$ cat config.mk
export PLATFORM = sky130hd
export DESIGN_NAME = base36_digit_encoder_unit_flat
export DESIGN_NICKNAME = d
export VERILOG_FILES = /design/src/hdl/b36enc_pkg.sv /design/src/hdl/b36enc_in_if.sv /design/src/hdl/b36enc_out_if.sv /design/src/hdl/b36enc_loader.sv /design/src/hdl/b36enc_cell.sv /design/src/hdl/b36enc_serializer.sv /design/src/hdl/base36_digit_encoder_unit.sv /design/src/flat_wrapper.sv
export SDC_FILE = /design/constraint.sdc
export NUM_CORES = 2
export LEC_CHECK = 0
export ABC_AREA = 1
export BUFFER_PORTS_ARGS = -buffer_cell sky130_fd_sc_hd__buf_4
export CORE_AREA = 2 2 278 280
export CTS_CLUSTER_SIZE = 20
export DETAILED_ROUTE_END_ITERATION = 8
export DIE_AREA = 0 0 280 282
export PLACE_DENSITY_LB_ADDON = 0.08
export SLEW_MARGIN = 20
export SYNTH_ARGS = -nofsm -noshare
export SYNTH_HDL_FRONTEND = slang
export SYNTH_HIERARCHICAL = 1
export SYNTH_SLANG_ARGS = --single-unit
$ cat constraint.sdc
create_clock -name clk -period 8.8 [get_ports clk]
set_input_delay 1.76 -clock clk [delete_from_list [all_inputs] [get_ports clk]]
set_output_delay 1.76 -clock clk [all_outputs]
set_load 0.01 [all_outputs]
$ cat src/hdl/b36enc_pkg.sv
`timescale 1ns / 1ps
// ----------------------------------------------------------------------------
// Base-36 encoder package
// Shared widths, codes, types and arithmetic helpers for the base-36 digit
// encoder.
// ----------------------------------------------------------------------------
package b36enc_pkg;

  localparam int VALUE_W         = 64;
  localparam int BYTES_PER_VALUE = VALUE_W / 8;
  localparam int DIG_W           = 6;
  localparam int CAR_W           = 8;
  localparam int ACC_W           = DIG_W + CAR_W;
  localparam int CHAR_W          = 7;
  localparam int TOP_W           = 4;
  localparam int POW_W           = 68;

  // Configuration port.
  localparam int CFG_IDX_W  = 4;
  localparam int CFG_DATA_W = 4;
  localparam logic [CFG_IDX_W-1:0] CFG_TOP_DIGIT_INDEX    = 4'd0;
  localparam logic [CFG_IDX_W-1:0] CFG_TRIM_LEADING_ZEROS = 4'd1;
  localparam logic [TOP_W-1:0]     TOP_RST                = 4'd9;
  localparam logic                 TRIM_RST               = 1'b1;

  // Division by 36 through a reciprocal: exact for every dividend below 36 * 256.
  localparam int          RECIP_SH = 18;
  localparam logic [26:0] RECIP_36 = 27'd7282;

  localparam logic [CHAR_W-1:0] ASCII_ZERO      = 7'd48;
  localparam logic [CHAR_W-1:0] ASCII_ALPHA_OFS = 7'd55;
  localparam logic [DIG_W-1:0]  DECIMAL_LIMIT   = 6'd10;

  typedef logic [DIG_W-1:0] dig_t;
  typedef logic [CAR_W-1:0] car_t;

  typedef struct packed {
    logic ovf;
    logic zero;
  } tag_t;

  // What one cell hands to its upper neighbor each cycle.
  typedef struct packed {
    logic vld;
    logic first;
    logic last;
    car_t car;
    tag_t tag;
  } tok_t;

  typedef struct packed {
    car_t q;
    dig_t rem;
  } divres_t;

  function automatic divres_t div36(input logic [ACC_W-1:0] t);
    logic [26:0]      prod;
    car_t             q;
    logic [ACC_W-1:0] q32;
    logic [ACC_W-1:0] q4;
    divres_t          r;
    prod  = 27'(t) * RECIP_36;
    q     = prod[RECIP_SH+CAR_W-1:RECIP_SH];
    q32   = {1'b0, q, 5'b0};
    q4    = {4'b0, q, 2'b0};
    r.q   = q;
    r.rem = DIG_W'(t - q32 - q4);
    return r;
  endfunction

  function automatic logic [CHAR_W-1:0] digit_ascii(input dig_t d);
    logic [CHAR_W-1:0] c;
    if (d < DECIMAL_LIMIT) begin
      c = CHAR_W'(d) + ASCII_ZERO;
    end else begin
      c = CHAR_W'(d) + ASCII_ALPHA_OFS;
    end
    return c;
  endfunction

  // 36 to the power n, for n from 1 to 13.
  function automatic logic [POW_W-1:0] pow36(input logic [TOP_W-1:0] n);
    logic [POW_W-1:0] p;
    unique case (n)
      4'd1:    p = 68'd36;
      4'd2:    p = 68'd1296;
      4'd3:    p = 68'd46656;
      4'd4:    p = 68'd1679616;
      4'd5:    p = 68'd60466176;
      4'd6:    p = 68'd2176782336;
      4'd7:    p = 68'd78364164096;
      4'd8:    p = 68'd2821109907456;
      4'd9:    p = 68'd101559956668416;
      4'd10:   p = 68'd3656158440062976;
      4'd11:   p = 68'd131621703842267136;
      4'd12:   p = 68'd4738381338321616896;
      4'd13:   p = 68'd170581728179578208256;
      default: p = 68'd1;
    endcase
    return p;
  endfunction

endpackage

$ cat src/hdl/b36enc_in_if.sv
`timescale 1ns / 1ps
// ----------------------------------------------------------------------------
// Base-36 encoder input channel
// Valid/ready channel that carries one 64-bit value per transaction.
// ----------------------------------------------------------------------------
interface b36enc_in_if;
  logic        valid;
  logic        ready;
  logic [63:0] value;

  modport source (output valid, output value, input ready);
  modport sink   (input valid, input value, output ready);
endinterface

$ cat src/hdl/b36enc_out_if.sv
`timescale 1ns / 1ps
// ----------------------------------------------------------------------------
// Base-36 encoder result channel
// Valid/ready channel that carries one digit result per transaction.
// ----------------------------------------------------------------------------
interface b36enc_out_if;
  logic       valid;
  logic       ready;
  logic [6:0] digit_char;
  logic       is_last;
  logic       overflow;
  logic       no_digits;

  modport source (output valid, output digit_char, output is_last,
                  output overflow, output no_digits, input ready);
  modport sink   (input valid, input digit_char, input is_last,
                  input overflow, input no_digits, output ready);
endinterface

$ cat src/hdl/b36enc_loader.sv
`timescale 1ns / 1ps
// ----------------------------------------------------------------------------
// Base-36 encoder loader
// Accepts a value, flags overflow and zero, and feeds it into the cell row
// one byte per cycle while enabled, most significant byte first.
// ----------------------------------------------------------------------------
module b36enc_loader #(
  parameter int CADENCE = 10
) (
  input  logic                       clk,
  input  logic                       rst_n,
  input  logic                       en,
  input  logic [b36enc_pkg::TOP_W-1:0] top_sat,
  b36enc_in_if.sink                  in_bus,
  output b36enc_pkg::tok_t           tok_o
);
  import b36enc_pkg::*;

  // Wide enough for the last phase and for the byte count of a value.
  localparam int PH_W = $clog2(CADENCE + 1);

  logic               busy_r, busy_nxt;
  logic [PH_W-1:0]    phase_r, phase_nxt;
  logic [VALUE_W-1:0] shreg_r, shreg_nxt;
  tag_t               tag_r, tag_nxt;
  logic               phase_end;
  logic               accept;
  logic [TOP_W-1:0]   top_plus1;

  assign phase_end    = (phase_r == PH_W'(CADENCE - 1));
  assign in_bus.ready = en && (!busy_r || phase_end);
  assign accept       = in_bus.valid && in_bus.ready;
  assign top_plus1    = top_sat + TOP_W'(1);

  assign tok_o.vld   = busy_r && (phase_r < PH_W'(BYTES_PER_VALUE));
  assign tok_o.first = (phase_r == '0);
  assign tok_o.last  = (phase_r == PH_W'(BYTES_PER_VALUE - 1));
  assign tok_o.car   = shreg_r[VALUE_W-1 -: CAR_W];
  assign tok_o.tag   = tag_r;

  always_comb begin
    busy_nxt  = busy_r;
    phase_nxt = phase_r;
    shreg_nxt = shreg_r;
    tag_nxt   = tag_r;
    if (accept) begin
      busy_nxt     = 1'b1;
      phase_nxt    = '0;
      shreg_nxt    = in_bus.value;
      tag_nxt.ovf  = ({4'b0, in_bus.value} >= pow36(top_plus1));
      tag_nxt.zero = (in_bus.value == '0);
    end else if (en && busy_r) begin
      if (phase_end) begin
        busy_nxt = 1'b0;
      end else begin
        phase_nxt = phase_r + PH_W'(1);
      end
      shreg_nxt = {shreg_r[VALUE_W-CAR_W-1:0], {CAR_W{1'b0}}};
    end
  end

  always_ff @(posedge clk) begin
    if (!rst_n) begin
      busy_r  <= 1'b0;
      phase_r <= '0;
    end else begin
      busy_r  <= busy_nxt;
      phase_r <= phase_nxt;
    end
  end

  always_ff @(posedge clk) begin
    shreg_r <= shreg_nxt;
    tag_r   <= tag_nxt;
  end

endmodule

$ cat src/hdl/b36enc_cell.sv
`timescale 1ns / 1ps
// ----------------------------------------------------------------------------
// Base-36 encoder cell
// Holds one base-36 digit. Each byte step multiplies the digit by 256, adds
// the carry from below, keeps the remainder by 36 and passes the quotient up.
// ----------------------------------------------------------------------------
module b36enc_cell (
  input  logic              clk,
  input  logic              rst_n,
  input  logic              en,
  input  b36enc_pkg::tok_t  tok_i,
  output b36enc_pkg::tok_t  tok_o,
  output b36enc_pkg::dig_t  res_o
);
  import b36enc_pkg::*;

  dig_t    dig_r, dig_nxt;
  dig_t    res_r, res_nxt;
  tok_t    tok_r, tok_nxt;
  dig_t    base;
  divres_t dr;

  assign base = tok_i.first ? '0 : dig_r;
  assign dr   = div36({base, tok_i.car});

  always_comb begin
    dig_nxt = dig_r;
    res_nxt = res_r;
    tok_nxt = tok_r;
    if (en) begin
      tok_nxt     = tok_i;
      tok_nxt.car = dr.q;
      if (tok_i.vld) begin
        dig_nxt = dr.rem;
        if (tok_i.last) begin
          res_nxt = dr.rem;
        end
      end
    end
  end

  always_ff @(posedge clk) begin
    if (!rst_n) begin
      tok_r.vld <= 1'b0;
    end else begin
      tok_r.vld <= tok_nxt.vld;
    end
    tok_r.first <= tok_nxt.first;
    tok_r.last  <= tok_nxt.last;
    tok_r.car   <= tok_nxt.car;
    tok_r.tag   <= tok_nxt.tag;
    dig_r       <= dig_nxt;
    res_r       <= res_nxt;
  end

  assign tok_o = tok_r;
  assign res_o = res_r;

endmodule

$ cat src/hdl/b36enc_serializer.sv
`timescale 1ns / 1ps
// ----------------------------------------------------------------------------
// Base-36 encoder serializer
// Takes a finished set of digits and sends them out one per transaction,
// most significant first, with leading zeros trimmed when enabled.
// ----------------------------------------------------------------------------
module b36enc_serializer #(
  parameter int DIGIT_LIMIT = 10
) (
  input  logic                         clk,
  input  logic                         rst_n,
  input  logic                         set_vld,
  input  b36enc_pkg::tag_t             set_tag,
  input  b36enc_pkg::dig_t             set_dig [DIGIT_LIMIT],
  input  logic [b36enc_pkg::TOP_W-1:0] top_sat,
  input  logic                         trim,
  output logic                         take,
  b36enc_out_if.source                 out_bus
);
  import b36enc_pkg::*;

  localparam int IDX_W = $clog2(DIGIT_LIMIT);

  logic             busy_r, busy_nxt;
  logic [IDX_W-1:0] idx_r, idx_nxt;
  logic             ovf_r, ovf_nxt;
  logic             empty_r, empty_nxt;
  dig_t             dig_r [DIGIT_LIMIT];
  logic [IDX_W-1:0] msd;
  logic             single;
  logic             done;

  always_comb begin
    msd = '0;
    for (int k = 0; k < DIGIT_LIMIT; k++) begin
      if (set_dig[k] != '0) begin
        msd = IDX_W'(k);
      end
    end
  end

  assign single = ovf_r || empty_r;

  assign out_bus.valid      = busy_r;
  assign out_bus.is_last    = single || (idx_r == '0);
  assign out_bus.overflow   = ovf_r;
  assign out_bus.no_digits  = empty_r;
  assign out_bus.digit_char = single ? '0 : digit_ascii(dig_r[idx_r]);

  assign done = out_bus.valid && out_bus.ready && out_bus.is_last;
  assign take = set_vld && (!busy_r || done);

  always_comb begin
    busy_nxt  = busy_r;
    idx_nxt   = idx_r;
    ovf_nxt   = ovf_r;
    empty_nxt = empty_r;
    if (take) begin
      busy_nxt  = 1'b1;
      ovf_nxt   = set_tag.ovf;
      empty_nxt = !set_tag.ovf && set_tag.zero && trim;
      if (set_tag.ovf || (set_tag.zero && trim)) begin
        idx_nxt = '0;
      end else if (trim) begin
        idx_nxt = msd;
      end else begin
        idx_nxt = IDX_W'(top_sat);
      end
    end else if (done) begin
      busy_nxt = 1'b0;
    end else if (out_bus.valid && out_bus.ready) begin
      idx_nxt = idx_r - IDX_W'(1);
    end
  end

  always_ff @(posedge clk) begin
    if (!rst_n) begin
      busy_r <= 1'b0;
    end else begin
      busy_r <= busy_nxt;
    end
  end

  always_ff @(posedge clk) begin
    idx_r   <= idx_nxt;
    ovf_r   <= ovf_nxt;
    empty_r <= empty_nxt;
    if (take) begin
      dig_r <= set_dig;
    end
  end

  // Overflow and empty results stand alone and never carry a character.
  a_single_alone: assert property (@(posedge clk) disable iff (!rst_n)
    out_bus.valid && (out_bus.overflow || out_bus.no_digits) |->
      out_bus.is_last && (out_bus.digit_char == '0))
    else $error("overflow or empty result is not a lone, blank last result");

  a_flags_exclusive: assert property (@(posedge clk) disable iff (!rst_n)
    out_bus.valid |-> !(out_bus.overflow && out_bus.no_digits))
    else $error("overflow and no_digits raised together");

  // A taken digit that is not the last is followed at once by the next one.
  a_run_continues: assert property (@(posedge clk) disable iff (!rst_n)
    out_bus.valid && out_bus.ready && !out_bus.is_last |=>
      out_bus.valid && !out_bus.overflow && !out_bus.no_digits)
    else $error("digit run broken before its last result");

  a_ovf_loaded: assert property (@(posedge clk) disable iff (!rst_n)
    take && set_tag.ovf |=> out_bus.valid && out_bus.overflow)
    else $error("overflowed value did not produce an overflow result");

endmodule

$ cat src/hdl/base36_digit_encoder_unit.sv
`timescale 1ns / 1ps
// ----------------------------------------------------------------------------
// Base-36 digit encoder
// Converts 64-bit unsigned values to base-36 ASCII digits, most significant
// first, with optional leading-zero trimming and an overflow check.
// ----------------------------------------------------------------------------
//
//   Channel   Direction  Transaction carries
//   -------   ---------  ----------------------------------------------------
//   in_bus    sink       value: one 64-bit unsigned number
//   out_bus   source     digit_char, is_last, overflow, no_digits: one result
//   cfg_*     write      cfg_idx selects the register, cfg_wdata the data
//
// A new value is taken as the loader ends the spacing of the previous one, so
// values overlap in the row: the row of cells takes each value one byte per
// cycle while not stalled, eight bytes in all, and the serializer sends up to
// DIGIT_LIMIT results, one per cycle while the result channel is ready.
// Reset is synchronous and active low; the configuration returns to its
// reset values and all transactions in flight are dropped.
// When a finished digit set waits on a stalled result channel, the whole
// cell row and the loader hold still until the serializer takes the set.
//
// Conversion works by Horner's rule in base 36: each byte of the value
// enters at the lowest cell, and every cell multiplies its digit by 256,
// adds the carry from the cell below, keeps the remainder by 36 and hands
// the quotient upward through a token register, one register per cell.
// As a cell handles the last byte it latches its final digit into
// a result register; once the top cell has done so, the full set is ready
// for the serializer. Each result register holds its digit for at least the
// spacing between values, which is never shorter than the row length.
//
// The overflow test compares the value against 36 to the power of the digit
// count at acceptance. An index above DIGIT_LIMIT - 1 acts as DIGIT_LIMIT - 1.
// ----------------------------------------------------------------------------
module base36_digit_encoder_unit #(
  parameter int DIGIT_LIMIT = 10
) (
  input  logic                              clk,
  input  logic                              rst_n,
  b36enc_in_if.sink                         in_bus,
  b36enc_out_if.source                      out_bus,
  input  logic                              cfg_we,
  input  logic [b36enc_pkg::CFG_IDX_W-1:0]  cfg_idx,
  input  logic [b36enc_pkg::CFG_DATA_W-1:0] cfg_wdata
);
  import b36enc_pkg::*;

  // Spacing between accepted values, in cycles.
  localparam int CADENCE = (DIGIT_LIMIT > BYTES_PER_VALUE) ? DIGIT_LIMIT
                                                           : BYTES_PER_VALUE;

  logic [TOP_W-1:0] cfg_top_r, cfg_top_nxt;
  logic             cfg_trim_r, cfg_trim_nxt;
  logic [TOP_W-1:0] top_sat;

  // Configuration registers. Writes to unknown indexes are dropped.
  always_comb begin
    cfg_top_nxt  = cfg_top_r;
    cfg_trim_nxt = cfg_trim_r;
    if (cfg_we) begin
      unique case (cfg_idx)
        CFG_TOP_DIGIT_INDEX:    cfg_top_nxt  = cfg_wdata[TOP_W-1:0];
        CFG_TRIM_LEADING_ZEROS: cfg_trim_nxt = cfg_wdata[0];
        default: ;
      endcase
    end
  end

  always_ff @(posedge clk) begin
    if (!rst_n) begin
      cfg_top_r  <= TOP_RST;
      cfg_trim_r <= TRIM_RST;
    end else begin
      cfg_top_r  <= cfg_top_nxt;
      cfg_trim_r <= cfg_trim_nxt;
    end
  end

  assign top_sat = (cfg_top_r >= TOP_W'(DIGIT_LIMIT)) ? TOP_W'(DIGIT_LIMIT - 1)
                                                      : cfg_top_r;

  // Token chain: tok[0] comes from the loader, tok[k+1] from cell k.
  tok_t tok [DIGIT_LIMIT+1];
  dig_t res [DIGIT_LIMIT];
  logic chain_en;
  logic set_vld;
  logic take;

  assign set_vld  = tok[DIGIT_LIMIT].vld && tok[DIGIT_LIMIT].last;
  // The row advances unless a finished set is waiting on the serializer.
  assign chain_en = !set_vld || take;

  b36enc_loader #(
    .CADENCE (CADENCE)
  ) u_loader (
    .clk     (clk),
    .rst_n   (rst_n),
    .en      (chain_en),
    .top_sat (top_sat),
    .in_bus  (in_bus),
    .tok_o   (tok[0])
  );

  for (genvar k = 0; k < DIGIT_LIMIT; k++) begin : g_cell
    b36enc_cell u_cell (
      .clk   (clk),
      .rst_n (rst_n),
      .en    (chain_en),
      .tok_i (tok[k]),
      .tok_o (tok[k+1]),
      .res_o (res[k])
    );
  end

  b36enc_serializer #(
    .DIGIT_LIMIT (DIGIT_LIMIT)
  ) u_serializer (
    .clk     (clk),
    .rst_n   (rst_n),
    .set_vld (set_vld),
    .set_tag (tok[DIGIT_LIMIT].tag),
    .set_dig (res),
    .top_sat (top_sat),
    .trim    (cfg_trim_r),
    .take    (take),
    .out_bus (out_bus)
  );

endmodule
$ cat src/flat_wrapper.sv
// flat-port wrapper written by rule: the top's interface ports become plain ports
module base36_digit_encoder_unit_flat import b36enc_pkg::*;
#(
  parameter int DIGIT_LIMIT = 10
)
  (clk, rst_n, cfg_we, cfg_idx, cfg_wdata, in_bus_valid, in_bus_value, in_bus_ready, out_bus_valid, out_bus_digit_char, out_bus_is_last, out_bus_overflow, out_bus_no_digits, out_bus_ready);
  b36enc_in_if in_bus_i ();
  b36enc_out_if out_bus_i ();
  input  logic clk;
  input  logic rst_n;
  input  logic cfg_we;
  input  logic [b36enc_pkg::CFG_IDX_W-1:0] cfg_idx;
  input  logic [b36enc_pkg::CFG_DATA_W-1:0] cfg_wdata;
  input wire logic [$bits(in_bus_i.valid)-1:0] in_bus_valid;
  input wire logic [$bits(in_bus_i.value)-1:0] in_bus_value;
  output wire logic [$bits(in_bus_i.ready)-1:0] in_bus_ready;
  output wire logic [$bits(out_bus_i.valid)-1:0] out_bus_valid;
  output wire logic [$bits(out_bus_i.digit_char)-1:0] out_bus_digit_char;
  output wire logic [$bits(out_bus_i.is_last)-1:0] out_bus_is_last;
  output wire logic [$bits(out_bus_i.overflow)-1:0] out_bus_overflow;
  output wire logic [$bits(out_bus_i.no_digits)-1:0] out_bus_no_digits;
  input wire logic [$bits(out_bus_i.ready)-1:0] out_bus_ready;
  assign in_bus_i.valid = in_bus_valid;
  assign in_bus_i.value = in_bus_value;
  assign in_bus_ready = in_bus_i.ready;
  assign out_bus_valid = out_bus_i.valid;
  assign out_bus_digit_char = out_bus_i.digit_char;
  assign out_bus_is_last = out_bus_i.is_last;
  assign out_bus_overflow = out_bus_i.overflow;
  assign out_bus_no_digits = out_bus_i.no_digits;
  assign out_bus_i.ready = out_bus_ready;
  base36_digit_encoder_unit #(.DIGIT_LIMIT(DIGIT_LIMIT)) u_core (.clk(clk), .rst_n(rst_n), .in_bus(in_bus_i), .out_bus(out_bus_i), .cfg_we(cfg_we), .cfg_idx(cfg_idx), .cfg_wdata(cfg_wdata));
endmodule
==> impl_metrics.ini <==
[routing]
drc = 0
wl_per_cell_um = 16.1
via_per_inst = 5.16
first_pass_iters = 5
num_vias = 32800
ant_nets = 0
first_iter_violations = 1944
drt_wl_total_mm = 102

[placement]
place_hpwl_mm = 87.6
gp_congestion = 0.940
port_buffers = 88
placedCellCount = 6268

[grt]
antenna_found_initial = 2
grtUsageTotal = 0.266
grt_pass1_vias = 32700
grt-ovfl-total = 0
grt_max_degree = 70
grt_pass1_wl_mm = 166

[clock_tree]
hold_buffers = 0
clock_latency_ns = 0.59
cts_buffers = 45
cts.sinks = 384
clkTransAtPathRegs_ns = 0.06
cts_tree = built
clock_path_buffers = 3
ctsResizeCount = 0
root_buffer = clkbuf_16
postCtsSetupBuffers = 0
h-tree-depth = 2

[yosys]
syn_nets = 6526
yosys_warnings = 6
avgSynthCellArea_sq_um = 8.67
synth_cells = 5230
syn_area_sq_um = 45300

[min_path]
hp-class = flip-flop to flip-flop
min_from = u_core/g_cell[2].u_cell/tok_o[1]$_DFFE_PP_
min_path_cells = 0
hold_end = u_core/g_cell[3].u_cell/tok_o[1]$_DFFE_PP_

[worst_setup_path]
slowest_delay_ns = 0.54
crit_top_cell = inv_1
reg2reg_depth = 35
worstPathRequired_ns = 9.13
worstPathMaxFanout = 5
cp-end-kind = flip-flop
rrSetupSlack_ns = 2.37
critPathKind = flip-flop to flip-flop
reg2reg_from = u_core/u_loader/phase_r[0]$_SDFFE_PP0P_
cp_slowest_cell = fa_1
r2r_end = u_core/g_cell[0].u_cell/dig_r[5]$_DFFE_PP_
startpoint_type = flip-flop
cp.arrival_ns = 6.76

[pwr]
sw_frac_of_total = 0.455
leakage_nw = 27.3
intPower_mw = 5.81
p_seq_frac = 0.231
p_sw_mw = 4.85
clock_power_share = 0.182
power_frac_comb = 0.587
power_density_nw_per_um2 = 219
ir_drop_mv = 0.373

[sta]
hold_violations = 0
timing.fmax_mhz = 155
rsz0062_at_grt = no
setup_violations = 0
slew_headroom = 0.291
slew_viol_final = 0
post-route-period-util = 0.731
fin_skew_ns = 0.0209
tightest_slew_ns = 1.06
min_period_ns = 6.43
setup_tns_ns = 0

[final_layout]
finalNonFillerCells = 6351
drive_gt1_frac = 0.0560
nNetsFinal = 6633
final_cell_mix = inv_1, nand2_1, ha_1
syn_to_final_growth_pct = 7.15
num_antenna_cells = 0
num-fill-cells = 6578
final_common_cell = inv_1

[die]
die_w_um = 280
die_h_um = 282
pin_count = 89
start_util = 0.599
dieArea_sq_um = 79000
core_sq_um = 75700
num_rows = 101

[outcome]
status = completed

[flow_run]
cap_violations = 0
[layer usage]
layer,GRT usage,vias up,share of wire
met5,0,-,0.00023
met4,0.0743,2,0.028
met3,0.0354,156,0.044
met2,0.452,561,0.47
met1,0.358,15300,0.46
li1,-,16700,-
[critical path: cells and delay by family (launching register included)]
family	cells	cell delay, ns
buffers and inverters	8	0.48
and+or+nand+nor	13	1.16
xor gates and xnor gates	3	0.53
DFF	1	0.41
adders and majority gates	9	3.23
AOI/OAI and AO/OA	2	0.35
[power groups by stage]
stage	combinational [mW]	clock (mW)	sequential, mW
final	6.26	1.94	2.47
after global placement	6.18	0	2.50
after detailed placement	6.26	0	2.50
after floorplan	4.80	0	2.45
after CTS	6.34	1.98	2.47
after global routing	7.40	2.05	2.48
[flip-flops by register name, indices dropped and copies added (netlist names)]
register	cells
u_core/u_loader/tok_o	2
u_core/u_serializer/out_bus.overflow	1
u_core/u_serializer/idx_r	4
u_core/cfg_top_r	4
u_core/u_loader/shreg_r	64
u_core/g_cell.u_cell/dig_r	60
u_core/g_cell.u_cell/tok_o	121
u_core/g_cell.u_cell/res_o	60
u_core/u_loader/busy_r	1
u_core/u_serializer/out_bus.valid	1
u_core/u_serializer/dig_r	60
u_core/cfg_trim_r	1
u_core/u_loader/phase_r	4
u_core/u_serializer/out_bus.no_digits	1
[worst max-delay path by stage]
| stage | endpoint | start | slack (ns) |
|---|---|---|---|
| floorplan | u_core/u_loader/shreg_r[0]$_SDFFCE_PN0P_ | out_bus_ready | 0.96 |
| global placement | u_core/g_cell[4].u_cell/res_o[5]$_DFFE_PP_ | u_core/g_cell[3].u_cell/tok_o[11]$_DFFE_PP_ | 2.45 |
| detailed placement | u_core/g_cell[0].u_cell/dig_r[5]$_DFFE_PP_ | u_core/u_loader/phase_r[0]$_SDFFE_PP0P_ | 2.40 |
| CTS | u_core/g_cell[0].u_cell/dig_r[5]$_DFFE_PP_ | u_core/u_loader/phase_r[0]$_SDFFE_PP0P_ | 2.37 |
| global route | u_core/g_cell[0].u_cell/dig_r[5]$_DFFE_PP_ | u_core/u_loader/phase_r[0]$_SDFFE_PP0P_ | 1.90 |
| finish | u_core/g_cell[0].u_cell/dig_r[5]$_DFFE_PP_ | u_core/u_loader/phase_r[0]$_SDFFE_PP0P_ | 2.37 |
[final cells by class]
| cell class | count | area, sq um | share of cell area |
|---|---|---|---|
| Multi-Input combinational cell | 3495 | 28900 | 0.594 |
| Sequential cell | 384 | 11300 | 0.233 |
| Inverter | 1316 | 4950 | 0.102 |
| Tap cell | 978 | 1220 | 0.0252 |
| Clock buffer | 57 | 1190 | 0.0245 |
| Timing Repair Buffer | 95 | 713 | 0.0147 |
| Clock inverter | 26 | 330 | 0.00680 |
[stage by stage]
stage / worst slack, ns / power [mW] / area, sq um / hold slack [ns] / util
finish: 2.37 / 10.7 / 48600 / 0.418 / 0.642
global route: 1.90 / 11.9 / 48600 / 0.420 / 0.642
CTS: 2.37 / 10.8 / 48600 / 0.417 / 0.642
detailed placement: 2.40 / 8.76 / 47100 / 0.405 / 0.622
global placement: 2.45 / 8.69 / 47100 / 0.402 / 0.622
floorplan: 0.955 / 7.25 / 45300 / 0.400 / -
Power figures use the tool's default switching activity.
